--- src/acct_sqrt_pipe.sv ---
// ----------------------------------------------------------------------------
// acct_sqrt_pipe
// Pipelined integer square root, floor result, one root bit per stage.
// ----------------------------------------------------------------------------
module acct_sqrt_pipe #(
  parameter int unsigned IN_W = 52
) (
  input  logic                clk_i,
  input  logic                en_i,
  input  logic [IN_W-1:0]     rad_i,
  output logic [IN_W/2-1:0]   root_o
);

  localparam int unsigned OutW = IN_W / 2;
  localparam int unsigned RemW = OutW + 2;

  logic [IN_W-1:0] rad_q  [OutW];
  logic [RemW-1:0] rem_q  [OutW];
  logic [OutW-1:0] root_q [OutW];

  for (genvar s = 0; s < OutW; s++) begin : g_stage
    logic [IN_W-1:0] rad_in;
    logic [RemW-1:0] rem_in;
    logic [OutW-1:0] root_in;
    logic [RemW-1:0] rem_sh;
    logic [RemW-1:0] trial;

    if (s == 0) begin : g_first
      assign rad_in  = rad_i;
      assign rem_in  = '0;
      assign root_in = '0;
    end else begin : g_next
      assign rad_in  = rad_q[s-1];
      assign rem_in  = rem_q[s-1];
      assign root_in = root_q[s-1];
    end

    // Bring down the next two radicand bits and try the next root bit
    assign rem_sh = {rem_in[RemW-3:0], rad_in[IN_W-1 -: 2]};
    assign trial  = {root_in, 2'b01};

    always_ff @(posedge clk_i) begin
      if (en_i) begin
        rad_q[s] <= rad_in << 2;
        if (rem_sh >= trial) begin
          rem_q[s]  <= rem_sh - trial;
          root_q[s] <= {root_in[OutW-2:0], 1'b1};
        end else begin
          rem_q[s]  <= rem_sh;
          root_q[s] <= {root_in[OutW-2:0], 1'b0};
        end
      end
    end
  end

  assign root_o = root_q[OutW-1];

endmodule
--- config.mk ---
export PLATFORM = sky130hd
export DESIGN_NAME = acct_sqrt_pipe
export DESIGN_NICKNAME = d
export VERILOG_FILES = /design/src/acct_sqrt_pipe.sv
export SDC_FILE = /design/constraint.sdc
export NUM_CORES = 2
export LEC_CHECK = 0
export CORE_ASPECT_RATIO = 0.9
export CORE_MARGIN = 10
export CORE_UTILIZATION = 64
export DETAILED_ROUTE_END_ITERATION = 8
export DONT_BUFFER_PORTS = 1
export GPL_ROUTABILITY_DRIVEN = 0
export PLACE_DENSITY_LB_ADDON = 0.12
export SKIP_CTS_REPAIR_TIMING = 1
export SLEW_MARGIN = 10
export SYNTH_ARGS = -nofsm -noshare
export SYNTH_HDL_FRONTEND = slang
export SYNTH_SLANG_ARGS = --single-unit
export TNS_END_PERCENT = 50
--- constraint.sdc ---
create_clock -name clk_i -period 4.2 [get_ports clk_i]
set_input_delay 0.42 -clock clk_i [delete_from_list [all_inputs] [get_ports clk_i]]
set_output_delay 0.42 -clock clk_i [all_outputs]
set_load 0.02 [all_outputs]
After elaboration in Yosys (flattened, before gate mapping)
Memories as Yosys holds them, arrays and structs flattened.
Cells that the tools add are included.
{"block": "totals", "regBits": 0, "latch_bits": 0, "ram_bits": 2704, "mem_bits_ro": 0, "input_bits": 54, "word_cells": 317, "mem_count": 3}
{"name": "rad_q", "depth": 26, "width": 50, "read_ports": 25, "rd_clocked_by_memory_dff": 0, "wr": 26, "line_no": "17", "rtl": "logic [IN_W-1:0] rad_q [OutW];"}
{"name": "rem_q", "depth": 26, "width": 28, "read_ports": 25, "rd_clocked_by_memory_dff": 0, "wr": 26, "line_no": "18", "rtl": "logic [RemW-1:0] rem_q [OutW];"}
{"name": "root_q", "depth": 26, "width": 26, "read_ports": 26, "rd_clocked_by_memory_dff": 0, "wr": 26, "line_no": "19", "rtl": "logic [OutW-1:0] root_q [OutW];"}
{"block": "classes", "n_addsub": 26, "mul": 0, "div_mod_pow": 0, "magnitude_cmp": 26, "n_eq_ne": 0, "shifts": 0, "n_mux": 210, "bitwise_logic": 52, "n_reduce_logical": 0}
{"cell": "$mux W28", "count": 26}
{"cell": "$ge A28 B28 Y1", "count": 25}
{"cell": "$sub A28 B28 Y28", "count": 25}
{"cell": "$mux W26", "count": 26}
{"cell": "$mux W1", "count": 158}
{"cell": "$or A1 B1 Y1", "count": 52}
{"cell": "$sub A2 B1 Y3 const B", "count": 1}
{"cell": "$ge A2 B1 Y1 const B", "count": 1}

Longest topological paths before layout
An unclocked memory read counts as a cell.
{"block": "depth", "ltp_word": 6, "depth_mapped": 13}

Worst setup path after synthesis
No wires, ideal clock.
{"block": "synth_path", "kind": "input port to flip-flop", "startpoint": "input port en_i", "endpoint": "memory rem_q[1][224] (netlist name), enable pin", "setup_ps": 426, "arrival_time_ps": 2851, "setup_slack_ps": 922, "cell_stages": 5, "cell_sequence": "clkbuf_1 -> clkbuf_1 -> clkbuf_1 -> clkbuf_1 -> clkbuf_1"}
{"element": "from (decl)", "line_no": "9", "rtl": "input logic en_i,"}
{"element": "to (decl)", "line_no": "18"}

==> impl_metrics.toml <==
[synthesis]
postSynth.asyncResetShare = 0
yosys-top-cells-count = "1615 x edfxtp_1, 464 x inv_1, 380 x ha_1"
synth_area_leaders = "edfxtp_1 65%, ha_1 6.4%, xnor2_1 3.5%, xor2_1 2.5%, a21oi_1 2.4%"
synth_top_area_cell = "edfxtp_1"
synthCells = 5619
yosysSeqAreaShare = 0.651
synthFlopType = "edfxtp_1"
synth_cell_types = 100
syn_area_um2 = 74500
syn_nets = 6053
synthMostInstantiatedCell = "edfxtp_1"
synth_edf_count = 1615
syn_area_per_cell_um2 = 13.3
ys_seq_elements = 1616
synth_top_area_share = 0.651
ys_warn_count = 0

[worst_setup_path]
end_kind = "register"
cp_num_cells = 10
r2r_start = "root_q[0][390]"
r2r_slack_ns = 0.51
critPathTopFamily = "compound AO/OA/AOI/OAI gates"
cp_max_fo = 8
ff2ff_path_depth = 10
critical_path_arrival_ns = 4.28
path_buf_inv = 1
cpPeakStageDelay_ns = 0.71
cp.required_ns = 4.79
crit_type = "reg -> reg"
slowest_stage = "a211oi_1"
crit_chain = "inv_1 -> ha_1 -> nor2b_1 -> o21a_1 -> o21ai_0 -> a211oi_1 -> o221ai_2 -> or3_1 -> nor4_1 -> xor2_1"
regToRegEndpoint = "rem_q[1][21]"
worst_setup_path_start_kind = "register"

[floorplan]
dieArea_um2 = 130000
die_x_um = 380
ios = 80
start_util = 0.646
row_count = 118
die_y_um = 344
core_area_um2 = 115000

[timing]
fmax_mhz = 271
tightest_slew_ns = 1.10
setup_tns_ns = 0
timing.final.hold_violations = 0
period_minus_slack_ns = 3.69
setup-violations-final = 0
slew_headroom = 0.267
post-route-period-util = 0.878
drv_slew = 0
fin_skew_ns = 0.0301
rsz0062_at_grt = "false"

[final_layout]
fillerInstances = 7601
seq_area_um2 = 48500
fin_cells = 7459
drive_gt1_frac = 0.0712
antenna_cells = 0
layout.nets = 6203
multi_input_area_um2 = 23800
area.growth.synth_to_final_pct = 10.6

[min_path]
hold_class = "in -> reg"
hp-start = "rad_i[51]"
holdPathEnd = "rem_q[0][1]"
hold_depth = 3

[pwr]
power.leakage_nw = 31.5
power_density_nw_per_um2 = 548
peakVddDrop_mv = 0.449

[detailed_routing]
num_vias = 42947
wl_mm = 136
drc = 0
avgRoutedWirePerCell_um = 18.3
via_per_inst = 5.76
drt_iter0_drc = 3437
drtAntennaViolNets = 0
drt_first_pass_iters = 6

[global_route]
grt_max_degree = 1664
grt_pass1_vias = 41049
antenna_found_initial = 0
overflow = 0
grt_usage = 0.203
grt_pass1_wl_mm = 214

[cts]
clkTransAtPathRegs_ns = 0.06
root_buffer = "clkbuf_16"
clk_path_buf_depth = 3
clk_latency_ns = 0.82
cts_tree = "done"
cts.sinks = 1616
htree_levels = 4
cts_made_buffers = 160

[status]
status = "complete, no violations"

[placement]
portBuffers = 0
hpwl_mm = 90.5
placed_cells = 7103

[job]
drv_cap = 0
-- cell type report --
cell class	count	share of cell area
sequential	1616	0.589
timing repair buffer	95	0.0129
inverter	465	0.0212
clock inverter	105	0.0137
tap	1560	0.0237
multi-input combinational	3431	0.289
clock buffer	187	0.0498
-- per-layer routing --
layer / part of all wire / track usage / vias to the layer above
met5: 0 / 0 / -
met4: 0.027 / 0.0702 / 0
met3: 0.044 / 0.0290 / 271
met2: 0.50 / 0.348 / 1052
met1: 0.43 / 0.265 / 20657
li1: - / - / 20967
-- cells by family after synthesis --
| family | after synthesis | share of synthesized area |
|---|---|---|
| fa+ha+maj | 380 | 0.0638 |
| xor+xnor | 509 | 0.0598 |
| flops | 1616 | 0.651 |
| simple gates | 1383 | 0.0931 |
| mux | 93 | 0.0140 |
| buf+inv | 572 | 0.0292 |
| compound gates | 1066 | 0.0887 |
-- cell usage in the layout, fill, tap and decap left out, drive strengths merged, types with 23 or more instances in the layout --
master       count
edfxtp        1615
inv            474
ha             380
nor2           358
a21oi          356
nand2          353
xnor2          296
o21ai          257
xor2           213
clkbuf         189
a21o           142
nor3           106
mux2            88
nand3           81
nand2b          78
o21a            78
clkinv          72
nor4            71
nor2b           60
dlygate4sd3     53
nand4           49
or3             44
buf             40
and2            30
o211ai          29
a211oi          29
or4             29
o21bai          26
and3            25
or2             23
-- how the worst max path moves through the flow --
stage                        start  slack (ns)             to
floorplan                     en_i        0.92  rem_q[1][224]
global placement     rem_q[0][381]        0.66  rem_q[0][411]
detailed placement  root_q[0][390]        0.60   rem_q[1][21]
CTS                  rem_q[0][381]        0.54  rem_q[0][411]
global route                  en_i        0.20   rem_q[1][28]
finish              root_q[0][390]        0.51   rem_q[1][21]
-- registers in the layout, summed over array words and instances, names as in the netlist --
name and flops:
rem_q 615, root_q 351, rad_q 650
-- metrics by stage --
| stage | setup slack (ns) | utilization | instance area, µm² | total power, mW | hold slack [ns] |
|---|---|---|---|---|---|
| 2_1_floorplan | 0.922 | - | 74500 | 28.5 | 0.400 |
| 3_3_place_gp | 0.659 | 0.662 | 76300 | 30.5 | 0.400 |
| 3_5_place_dp | 0.598 | 0.662 | 76300 | 30.7 | 0.405 |
| 4_1_cts | 0.545 | 0.707 | 81500 | 45.1 | -0.351 |
| 5_1_grt | 0.198 | 0.714 | 82400 | 47.3 | 0.0240 |
| 6_report | 0.511 | 0.714 | 82400 | 45.1 | 0.0173 |
-- power breakdown --
part / internal (mW) / switching, mW / total (mW)
registers: 20.5 / 1.30 / 21.8
clock network: 8.17 / 6.03 / 14.2
logic: 4.07 / 5.08 / 9.15
total: 32.7 / 12.4 / 45.1
-- worst min-delay path: cells and delay by family --
family | cells | cell delay, ns
buf+inv | 1 | 0.03
compound gates | 1 | 0.06
fa+ha+maj | 1 | 0.12
(Power assumes the default switching activity.)
